--- config.mk ---
export PLATFORM = sky130hd
export DESIGN_NAME = stepper_slew_rate_period_gen
export DESIGN_NICKNAME = d
export VERILOG_FILES = /design/src/rtl/core/ssrpg_pkg.sv /design/src/rtl/core/stepper_slew_rate_period_gen.sv
export VERILOG_INCLUDE_DIRS = /design/src /design/src/rtl/core
export SDC_FILE = /design/constraint.sdc
export NUM_CORES = 1
export LEC_CHECK = 0
export BUFFER_PORTS_ARGS = -buffer_cell sky130_fd_sc_hd__buf_2
export CAP_MARGIN = 5
export CORE_ASPECT_RATIO = 1.5
export CORE_UTILIZATION = 50
export CTS_CLUSTER_DIAMETER = 40
export DETAILED_ROUTE_END_ITERATION = 8
export PLACE_DENSITY = 0.78
export REMOVE_ABC_BUFFERS = 1
export SKIP_CTS_REPAIR_TIMING = 1
export SLEW_MARGIN = 20
export SYNTH_ARGS = -nofsm -noshare
export SYNTH_HDL_FRONTEND = slang
export SYNTH_SLANG_ARGS = --single-unit
--- constraint.sdc ---
create_clock -name clk -period 18.36 [get_ports clk]
set_clock_uncertainty 0.05 [all_clocks]
set_input_delay 2.754 -clock clk [delete_from_list [all_inputs] [get_ports clk]]
set_output_delay 2.754 -clock clk [all_outputs]
set_load 0.01 [all_outputs]
--- src/rtl/core/assert_macros.svh ---
// Assertion helpers, clocked on clk and disabled while rst_n is low.
`ifndef ASSERT_MACROS_SVH
`define ASSERT_MACROS_SVH

// Same-cycle implication
`define ASSERT_SAME(lbl, ante, cons) \
  lbl: assert property (@(posedge clk) disable iff (!rst_n) (ante) |-> (cons)) \
    else $error("same-cycle check failed");

// Next-cycle implication
`define ASSERT_NEXT(lbl, ante, cons) \
  lbl: assert property (@(posedge clk) disable iff (!rst_n) (ante) |=> (cons)) \
    else $error("next-cycle check failed");

`endif

--- src/rtl/core/ssrpg_pkg.sv ---
package ssrpg_pkg;

  // Speed format
  localparam int SPEED_FRAC_BITS = 8;
  localparam int SPEED_W         = 27;
  localparam int LIMIT_W         = 26;

  // Timer settings
  localparam int RELOAD_W = 16;
  localparam int CMP_W    = 15;
  localparam logic [RELOAD_W-1:0] RELOAD_MAX = 16'hFFFF;
  localparam logic [RELOAD_W-1:0] RELOAD_MIN = 16'd4;

  // Divider numerator: timer clock in speed units
  localparam longint TIMER_HZ  = 1000000;
  localparam longint DIV_NUM   = TIMER_HZ << SPEED_FRAC_BITS;
  localparam int     DIV_NUM_W = $clog2(DIV_NUM + 1);
  localparam int     CNT_W     = $clog2(DIV_NUM_W);
  localparam logic [DIV_NUM_W-1:0] DIV_NUM_BITS = DIV_NUM[DIV_NUM_W-1:0];

  // Quotient saturation bounds (reload = quotient - 1)
  localparam logic [DIV_NUM_W-1:0] Q_LOW  = DIV_NUM_W'(longint'(RELOAD_MIN) + 1);
  localparam logic [DIV_NUM_W-1:0] Q_HIGH = DIV_NUM_W'(longint'(RELOAD_MAX) + 1);

  // Stop threshold: 100*|s| < 2^F  <=>  |s| < ceil(2^F / 100)
  localparam longint STOP_MAG_I = ((longint'(1) << SPEED_FRAC_BITS) + 99) / 100;
  localparam logic [SPEED_W-1:0] STOP_MAG = STOP_MAG_I[SPEED_W-1:0];

  // Request codes
  localparam logic REQ_TICK = 1'b0;
  localparam logic REQ_STOP = 1'b1;

  // Configuration register indexes
  localparam int CFG_IDX_W = 2;
  localparam logic [CFG_IDX_W-1:0] CFG_SPEED_LIMIT = 2'd0;
  localparam logic [CFG_IDX_W-1:0] CFG_STEP_LIMIT  = 2'd1;

endpackage

--- src/rtl/core/stepper_slew_rate_period_gen.sv ---
// A stop request goes from acceptance straight to the result step; a speed command passes
// through clamp, slew, magnitude, a restoring divider of one quotient bit per cycle and
// saturation, or skips the divider and saturation when it stops.
// One transaction at a time; an unclaimed result holds the sequencer in its last step.
// Reset (rst_n low, synchronous): limits 0, held speed 0, reload 65535, forward.
`include "assert_macros.svh"

module stepper_slew_rate_period_gen (
  input  logic                               clk,
  input  logic                               rst_n,
  // command channel
  input  logic                               in_valid,
  output logic                               in_ready,
  input  logic                               in_req_type,
  input  logic signed [ssrpg_pkg::SPEED_W-1:0] in_commanded_speed,
  // result channel
  output logic                               out_valid,
  input  logic                               out_ready,
  output logic signed [ssrpg_pkg::SPEED_W-1:0] out_slew_speed,
  output logic [ssrpg_pkg::RELOAD_W-1:0]     out_period_reload,
  output logic [ssrpg_pkg::CMP_W-1:0]        out_compare_value,
  output logic                               out_direction,
  output logic                               out_pulse_off,
  // configuration
  input  logic                               cfg_valid,
  output logic                               cfg_ready,
  input  logic [ssrpg_pkg::CFG_IDX_W-1:0]    cfg_index,
  input  logic [ssrpg_pkg::LIMIT_W-1:0]      cfg_data
);
  import ssrpg_pkg::*;

  typedef enum logic [2:0] {
    ST_IDLE, ST_CLAMP, ST_SLEW, ST_MAG, ST_DIV, ST_SAT, ST_DONE
  } state_t;

  state_t state_r;

  logic [LIMIT_W-1:0]        speed_limit_r;
  logic [LIMIT_W-1:0]        step_limit_r;
  logic signed [SPEED_W-1:0] cmd_r;
  logic signed [SPEED_W-1:0] target_r;
  logic signed [SPEED_W-1:0] held_r;
  logic [SPEED_W-1:0]        mag_r;
  logic [SPEED_W-1:0]        rem_r;
  logic [DIV_NUM_W-1:0]      quo_r;
  logic [CNT_W-1:0]          cnt_r;
  logic [RELOAD_W-1:0]       reload_hold_r;
  logic                      dir_hold_r;
  logic                      stop_r;
  logic                      out_valid_r;

  // Clamp of the command to +/- speed limit
  logic signed [SPEED_W-1:0] lim_pos, lim_neg, target_nxt;
  always_comb begin
    lim_pos = $signed({1'b0, speed_limit_r});
    lim_neg = -lim_pos;
    priority if (cmd_r > lim_pos) target_nxt = lim_pos;
    else if (cmd_r < lim_neg)     target_nxt = lim_neg;
    else                          target_nxt = cmd_r;
  end

  // Slew step toward the target, limited to +/- step limit
  logic signed [SPEED_W:0]   diff, dlim_pos, dlim_neg, delta;
  logic signed [SPEED_W:0]   held_sum;
  logic signed [SPEED_W-1:0] held_nxt;
  always_comb begin
    diff     = $signed({target_r[SPEED_W-1], target_r})
               - $signed({held_r[SPEED_W-1], held_r});
    dlim_pos = $signed({2'b00, step_limit_r});
    dlim_neg = -dlim_pos;
    priority if (diff > dlim_pos) delta = dlim_pos;
    else if (diff < dlim_neg)     delta = dlim_neg;
    else                          delta = diff;
    held_sum = $signed({held_r[SPEED_W-1], held_r}) + delta;
    held_nxt = held_sum[SPEED_W-1:0];
  end

  // Magnitude of the held speed
  logic [SPEED_W-1:0] mag_nxt;
  always_comb begin
    mag_nxt = held_r[SPEED_W-1] ? SPEED_W'(-held_r) : SPEED_W'(held_r);
  end

  // Restoring divider step: one quotient bit per cycle
  logic [SPEED_W:0] rem_shift, trial;
  logic             trial_ok;
  always_comb begin
    rem_shift = {rem_r, DIV_NUM_BITS[cnt_r]};
    trial     = rem_shift - {1'b0, mag_r};
    trial_ok  = (rem_shift >= {1'b0, mag_r});
  end

  // Saturated reload from the quotient
  logic [RELOAD_W-1:0]  reload_nxt;
  logic [DIV_NUM_W-1:0] quo_m1;
  always_comb begin
    quo_m1 = quo_r - DIV_NUM_W'(1);
    priority if (quo_r < Q_LOW) reload_nxt = RELOAD_MIN;
    else if (quo_r > Q_HIGH)    reload_nxt = RELOAD_MAX;
    else                        reload_nxt = quo_m1[RELOAD_W-1:0];
  end

  // Result register loads once it is free or emptying this cycle
  logic res_load;
  assign res_load = (state_r == ST_DONE) && (!out_valid_r || out_ready);

  assign in_ready  = (state_r == ST_IDLE);
  assign out_valid = out_valid_r;
  assign cfg_ready = 1'b1;

  // Sequencer, held state and result register
  always_ff @(posedge clk) begin
    if (!rst_n) begin
      state_r       <= ST_IDLE;
      speed_limit_r <= '0;
      step_limit_r  <= '0;
      held_r        <= '0;
      reload_hold_r <= RELOAD_MAX;
      dir_hold_r    <= 1'b0;
      stop_r        <= 1'b1;
      out_valid_r   <= 1'b0;
    end else begin
      // configuration writes; unknown indexes are dropped
      if (cfg_valid && cfg_ready) begin
        unique case (cfg_index)
          CFG_SPEED_LIMIT: speed_limit_r <= cfg_data;
          CFG_STEP_LIMIT:  step_limit_r  <= cfg_data;
          default: ;
        endcase
      end

      priority if (res_load)          out_valid_r <= 1'b1;
      else if (out_valid_r && out_ready) out_valid_r <= 1'b0;

      unique case (state_r)
        ST_IDLE: begin
          if (in_valid) begin
            cmd_r <= in_commanded_speed;
            if (in_req_type == REQ_STOP) begin
              held_r  <= '0;
              stop_r  <= 1'b1;
              state_r <= ST_DONE;
            end else begin
              state_r <= ST_CLAMP;
            end
          end
        end
        ST_CLAMP: begin
          target_r <= target_nxt;
          state_r  <= ST_SLEW;
        end
        ST_SLEW: begin
          held_r  <= held_nxt;
          state_r <= ST_MAG;
        end
        ST_MAG: begin
          mag_r <= mag_nxt;
          rem_r <= '0;
          quo_r <= '0;
          cnt_r <= CNT_W'(DIV_NUM_W - 1);
          if (mag_nxt < STOP_MAG) begin
            stop_r  <= 1'b1;
            state_r <= ST_DONE;
          end else begin
            stop_r     <= 1'b0;
            dir_hold_r <= held_r[SPEED_W-1];
            state_r    <= ST_DIV;
          end
        end
        ST_DIV: begin
          rem_r <= trial_ok ? trial[SPEED_W-1:0] : rem_shift[SPEED_W-1:0];
          quo_r <= {quo_r[DIV_NUM_W-2:0], trial_ok};
          cnt_r <= cnt_r - CNT_W'(1);
          if (cnt_r == '0) state_r <= ST_SAT;
        end
        ST_SAT: begin
          reload_hold_r <= reload_nxt;
          state_r       <= ST_DONE;
        end
        ST_DONE: begin
          if (res_load) begin
            out_slew_speed    <= held_r;
            out_period_reload <= reload_hold_r;
            out_compare_value <= stop_r ? '0 : reload_hold_r[RELOAD_W-1:1];
            out_direction     <= dir_hold_r;
            out_pulse_off     <= stop_r;
            state_r           <= ST_IDLE;
          end
        end
        default: state_r <= ST_IDLE;
      endcase
    end
  end

  // Checks
  `ASSERT_NEXT(a_one_at_a_time, in_valid && in_ready, !in_ready)
  `ASSERT_SAME(a_stop_no_compare, out_valid && out_pulse_off, out_compare_value == '0)
  `ASSERT_SAME(a_run_reload, out_valid && !out_pulse_off,
               (out_period_reload >= RELOAD_MIN) &&
               (out_compare_value == out_period_reload[RELOAD_W-1:1]))
  `ASSERT_SAME(a_run_direction, out_valid && !out_pulse_off,
               out_direction == out_slew_speed[SPEED_W-1])

endmodule

==> results of run 1 <==
[final timing paths]
path | from | to
max | held_r[2] | held_r[26]
min | dir_hold_r | out_direction
max reg2reg | held_r[2] | held_r[26]
min reg2reg | dir_hold_r | out_direction
[through the flow]
| step | util, % | total power, uW | setup slack, ns |
|---|---|---|---|
| detailed placement | 53.7 | 1910 | 9.05 |
| floorplan | - | 1630 | 9.34 |
| global placement | 53.7 | 1890 | 9.31 |
| CTS | 56.7 | 2630 | 8.99 |
| global route | 56.8 | 2790 | 8.29 |
| finish | 56.8 | 2630 | 8.79 |
[critical path, delay by kind of cell (launching register included)]
family | cells | cell delay (ns)
and+or+nand+nor | 8 | 1.63
xor gates and xnor gates | 1 | 0.14
AOI/OAI and AO/OA | 22 | 5.26
DFF | 1 | 0.46
adders and majority gates | 4 | 1.29
buffers and inverters | 3 | 0.68
[flip-flops by register name, summed over array words and instances, names as in the netlist]
name,cells
reload_hold_r,16
held_r,27
out_valid,1
cmd_r,27
mag_r,27
out_period_reload,16
state_r,3
stop_r,1
step_limit_r,26
rem_shift,1
speed_limit_r,26
out_pulse_off,1
out_slew_speed,27
dir_hold_r,1
out_direction,1
rem_r,27
out_compare_value,15
cnt_r,5
quo_r,28
target_r,27
[where the power goes]
part           leakage, uW  total, uW  switching (uW)  internal (uW)
Combinational      0.00581       1090             650            435
Sequential         0.00263        832            47.9            784
Clock             0.000594        708             303            405
[synth_stat cells (36+ instances only)]
cell type / count
a21o_1: 51
a21oi_1: 180
mux2i_1: 46
o21ai_0: 80
edfxtp_1: 201
clkbuf_1: 65
nor3_1: 42
dfxtp_1: 102
ha_1: 193
nand2_1: 189
xnor2_1: 121
nor2b_1: 39
nor2_1: 159
inv_1: 166
and3_1: 36
[cell type report]
class	instances	area [sq um]
tap	500	626
multi-input combinational	1573	11100
fill	3489	17000
clock inverter	23	221
inverter	167	628
timing repair buffer	142	764
clock buffer	44	972
sequential	303	8080
[cells by family after synthesis]
logic type | count (synthesis) | share of synthesized area [%]
mux | 57 | 2.92
simple gates | 642 | 16.2
fa+ha+maj | 196 | 12.4
other cells | 1 | 0.0188
flops | 303 | 40.4
xor+xnor | 146 | 6.43
buf+inv | 240 | 4.59
compound gates | 531 | 17.0
[per-layer routing]
| metal | vias up | routed length [um] | part of all wire [%] |
|---|---|---|---|
| li1 | 7940 | - | - |
| met3 | 163 | 2080 | 4.2 |
| met4 | 0 | 3130 | 6.3 |
| met2 | 464 | 25500 | 51 |
| met1 | 7697 | 19100 | 38 |
| met5 | - | 0 | 0 |
==> results.md, run 1 <==
* Post-route minimum period at 9.57 ns
* First-pass GRT wire length at 80,100 um
* Synthesized instance count at 2,116
* Largest net degree at the start of global routing at 83
* Met1 Use GR at 26.9%
* Setup CP Type: reg -> reg
* Finished Cell Area at between 20,000 and 25,000 sq um
* FP Rows at 89
* Root Driver: clkbuf_16
* Ys Warns at 0
* R2R setup slack at 8.79 ns
* Period utilization at 52.2%
* Critical path launch point type: flip-flop
* First-pass DRT Iterations at 7
* WL/cell at 18.1 um
* Initial Utilization at 50.7%
* Slowest-stage cell, CP: o41ai_2
* Hold_ws at ~0.38 ns
* DIE AREA at 40,800 sq um
* Grt ovf at 0
* H-tree depth at 2
* Largest area contributor in the netlist: edfxtp_1
* Number of library cell types mapped by synthesis at 88
* Mapped Area at 20,000 sq um
* R2R depth at 38
* Largest cells by area after synthesis: edfxtp_1 (30%), ha_1 (12%), dfxtp_1 (10%), xnor2_1 (5.3%), a21oi_1 (4.5%)
* DRC at 16
* Vias in the first global route at 16.1k
* Synth async-reset ratio at 0%
* Commonest non-fill, non-tap cell in the layout: edfxtp_1
* Worst path max stage delay at 0.70 ns
* Total number of vias at 16.3k
* Detail Placement HPWL at 38,200 um
* Post-synth EDFFs at 201
* Worst Max-Slew Pin Slew at between 1 and 1.5 ns
* Final TNS setup at 0 ns
* Worst Hold Depth at 0
* Clk slew on worst S/H paths at 0.07 ns
* Max-slew violation count at 0
* Post-layout nets at 2,481
* CTS Buf Count at 37
* CTS tree: done
* Clock latency on the worst-skew pair at 0.55 ns
* Post-synth top area share at 30.2%
* DRT Wirelength at 49,800 um
* Final Hold Viols at 0
* Routability cong. at around 0.98
* Critical path fanouts, max at 53
* Vias/cell at 5.91
* Maxcap violations at 0
* Area grow syn2layout at 11.9%
* CTS sink cnt at 303
* Outcome: complete, but fails checks
* Share of cells above drive strength 1 at 11.7%
* Area post-placement at approximately 21,000 sq um
* Die height at approximately 250 um
* RSZ-0062 raised after global routing: false
* Initial antenna violation count at 0
* Main flop type after synthesis: edfxtp_1
* Achievable Freq at 104 MHz
* Routing usage on met2 at 44.5%
* GRT busiest layer: met2
* Syn_area_per_cell at 9.45 sq um
* Initial DRC Count at 968
* Antenna Cells at 0
* GRT Util Overall at 24.7%
* HP Class: reg -> reg
* Chip Width at 165 um
* Max Buffers Root-to-Sink at 3
* # IOs at roughly 120
* CP endpoint kind: flip-flop
* Critical Path AT at roughly 10 ns
* Pleak at between 0.009 and 0.01 uW
* GRT met3 Usage at 3.14%
* Peak VDD IR at between 90 and 100 uV
* Fin cells at 2,752
* Placeable Area at 39,400 sq um
* Sequential share of the synthesized area at 40.4%
* Failing checks: DRC
* #FFs+latches synth at 303
* Input/output buffers at between 100 and 150
* PwrDens at 117 nW/um^2
* Placed cell count at 2,684
* Critical path data required time at 18.77 ns
* Post-route ant nets at 0
* Worst path most repeated cell: a21oi_1
* Max-slew headroom at around a fifth
* Most frequent cells in the layout: edfxtp_1 (201), ha_1 (193), nand2_1 (189)
* Final Setup Violations at 0
Power figures use the tool's default switching activity.
==> run 2: changes to the inputs <==
- ABC_AREA: unset -> 1
- PLACE_DENSITY: 0.78 -> 0.8
- clock period: 18.36 -> 8.8 ns (I/O delays scaled with it)
==> results.md, run 2 <==
* Outcome: complete, no violations
* Commonest non-fill, non-tap cell in the layout: nand2_1
* FP Rows at 90
* Multi-input logic area at 10,800 sq um
* Area grow syn2layout at 12.5%
* First-pass DRT Iterations at 5
* Fillers at roughly 3.6k
* H-tree depth at 2
* RSZ-0062 raised after global routing: false
* Root Driver: clkbuf_16
* Chip Width at about 170 um
* Most flop-heavy register: quo_r
* CTS sink cnt at 303
* Worst path max stage delay at 0.52 ns
* Post-layout nets at 2,852
* Initial antenna violation count at 0
* Post-synth EDFFs at 201
* Sequential share of the synthesized area at 39.3%
* DIE AREA at ~42,000 sq um
* R2R depth at 40
* Worst Hold Depth at 0
* Top delay family on crit path: simple AND/OR/NAND/NOR gates
* Worst Max-Slew Pin Slew at 0.905 ns
* Final TNS setup at 0 ns
* Syn_area_per_cell at 8.31 sq um
* Initial DRC Count at 1,266
* Critical Path AT at 8.16 ns
* Mapped Area at 20,600 sq um
* Ys Warns at 0
* Largest cells by area after synthesis: edfxtp_1 (29%), ha_1 (12%), dfxtp_1 (9.9%), nand2_1 (6.6%), inv_1 (6.1%)
* Buf/Inv on CP at 6
* HP Class: reg -> reg
* Max-slew violation count at 0
* Internal power at ~4400 uW
* Number of library cell types mapped by synthesis at between 60 and 70
* Critical path data required time at 9.23 ns
* Largest net degree at the start of global routing at 63
* Max-slew headroom at between 30% and 40%
* Routability cong. at 1.00
* WL/cell at 17.4 um
* Final Setup Violations at 0
* Post-route ant nets at 0
* Storage cell area at 8080 sq um
* Critical path launch point type: flip-flop
* Period utilization at 87.9%
* Die height at between 200 and 300 um
* Placeable Area at 40,400 sq um
* Clock power frac at 20.4%
* Largest area contributor in the netlist: edfxtp_1
* DRC at 0
* CP endpoint kind: flip-flop
* Critical path fanouts, max at 36
* Top-count cell post-synth: nand2_1
* Util after Layout at 57.3%
* Fin cells at around 3.1k
* # IOs at 124
* Achievable Freq at about 130 MHz
* Clk slew on worst S/H paths at ~0.070 ns
* FF-to-FF End: held_r[26]
* Clock latency on the worst-skew pair at 0.56 ns
* #FFs+latches synth at 303
* Grt ovf at 0
* Post-synth top area share at 29.3%
* Critical R2R Launch: held_r[0]
* Initial Utilization at 50.9%
* Worst path most repeated cell: nand3_1
* Commonest cells post-synth: nand2_1 (361), inv_1 (336), a21oi_1 (249), edfxtp_1 (201), nor2_1 (197)
* Pleak at 0.0102 uW
* CTS Buf Count at 40
* Synth async-reset ratio at 0%
* Max FFs per register at 28
* Antenna Cells at 0
* Flop pwr share at 23.4%
* Share of cells above drive strength 1 at 14.2%
* Multiplexer share of the synthesized area at 0%
* Vias in the first global route at between 15k and 20k
* Net switching power at 4090 uW
* Worst Min Path Start: reload_hold_r[0]
* Maxcap violations at 0
* DRT Wirelength at 54,400 um
* Switching share of power at 47.9%
* Hold path endpoint: out_period_reload[0]
* Main flop type after synthesis: edfxtp_1
* Peak VDD IR at 188 uV
* Combinational power share at 56.2%
* Largest family of logic cells by synthesized area: simple AND/OR/NAND/NOR gates
* First-pass GRT wire length at 87,400 um
* PwrDens at 369 nW/um^2
* CTS tree: done
* Input/output buffers at 122
* Complex-gate fraction of the synthesized area at 17.4%
* Most frequent cells in the layout: nand2_1 (360), inv_1 (336), a21oi_1 (249)
* R2R setup slack at 1.07 ns
* Vias/cell at between 5 and 6
* Max Buffers Root-to-Sink at 3
* Placed cell count at 3,059
* Detail Placement HPWL at around 43,000 um
* Post-route minimum period at 7.73 ns
* Post-synthesis simple-gate area fraction at 18.3%
* Adder-Cell Fraction of Synth Area at 12.0%
* Total number of vias at about 18k
* GRT Util Overall at about a quarter
* Slowest-stage cell, CP: dfxtp_1
* XOR/XNOR Fraction of Synth Area at under 10%
* Synthesized instance count at approximately 2.5k
* Setup CP Type: reg -> reg
* Final Hold Viols at 0
==> run 2: power groups by stage <==
stage          Sequential [uW]  Clock, uW  Combinational [uW]
3_5_place_dp              2020          0                4720
2_1_floorplan             1980          0                3490
6_report                  2000       1740                4790
3_3_place_gp              2010          0                4620
5_1_grt                   2020       1830                5350
4_1_cts                   1990       1770                4760
==> run 2: how the worst max path moves through the flow <==
| stage | start | end | depth (start not counted) |
|---|---|---|---|
| 3_5_place_dp | held_r[0] | held_r[26] | 40 |
| 5_1_grt | held_r[0] | held_r[23] | 38 |
| 2_1_floorplan | held_r[0] | held_r[23] | 42 |
| 4_1_cts | held_r[0] | held_r[26] | 40 |
| 6_report | held_r[0] | held_r[26] | 40 |
| 3_3_place_gp | held_r[0] | held_r[26] | 40 |
==> run 2: layout make-up <==
class	count	share of cell area [%]
clock buffer	47	4.75
clock inverter	26	1.55
inverter	365	5.93
multi-input combinational	1743	46.9
sequential	303	34.9
tap	506	2.73
timing repair buffer	142	3.29
==> run 2: stage by stage <==
stage	power [uW]	setup WS, ns	area [sq um]	hold WS [ns]
6_report	8530	1.07	23100	0.387
5_1_grt	9200	0.453	23100	0.388
4_1_cts	8520	1.13	23100	0.385
3_5_place_dp	6730	1.20	21700	0.369
3_3_place_gp	6630	1.30	21700	0.362
2_1_floorplan	5460	2.08	20300	0.358
==> run 2: logic make-up after synthesis <==
| kind of cell | after synthesis |
|---|---|
| AOI/OAI and AO/OA | 615 |
| xor gates and xnor gates | 112 |
| adders and majority gates | 196 |
| buffers and inverters | 429 |
| DFF | 303 |
| other | 1 |
| and+or+nand+nor | 819 |
==> run 2: per-layer routing <==
metal,global-route usage (%),wire length (um),up-vias
met3,2.80,2050,158
met2,49.6,28900,479
met4,16.9,3480,0
li1,-,-,8732
met5,0,0,-
met1,27.0,20000,8207
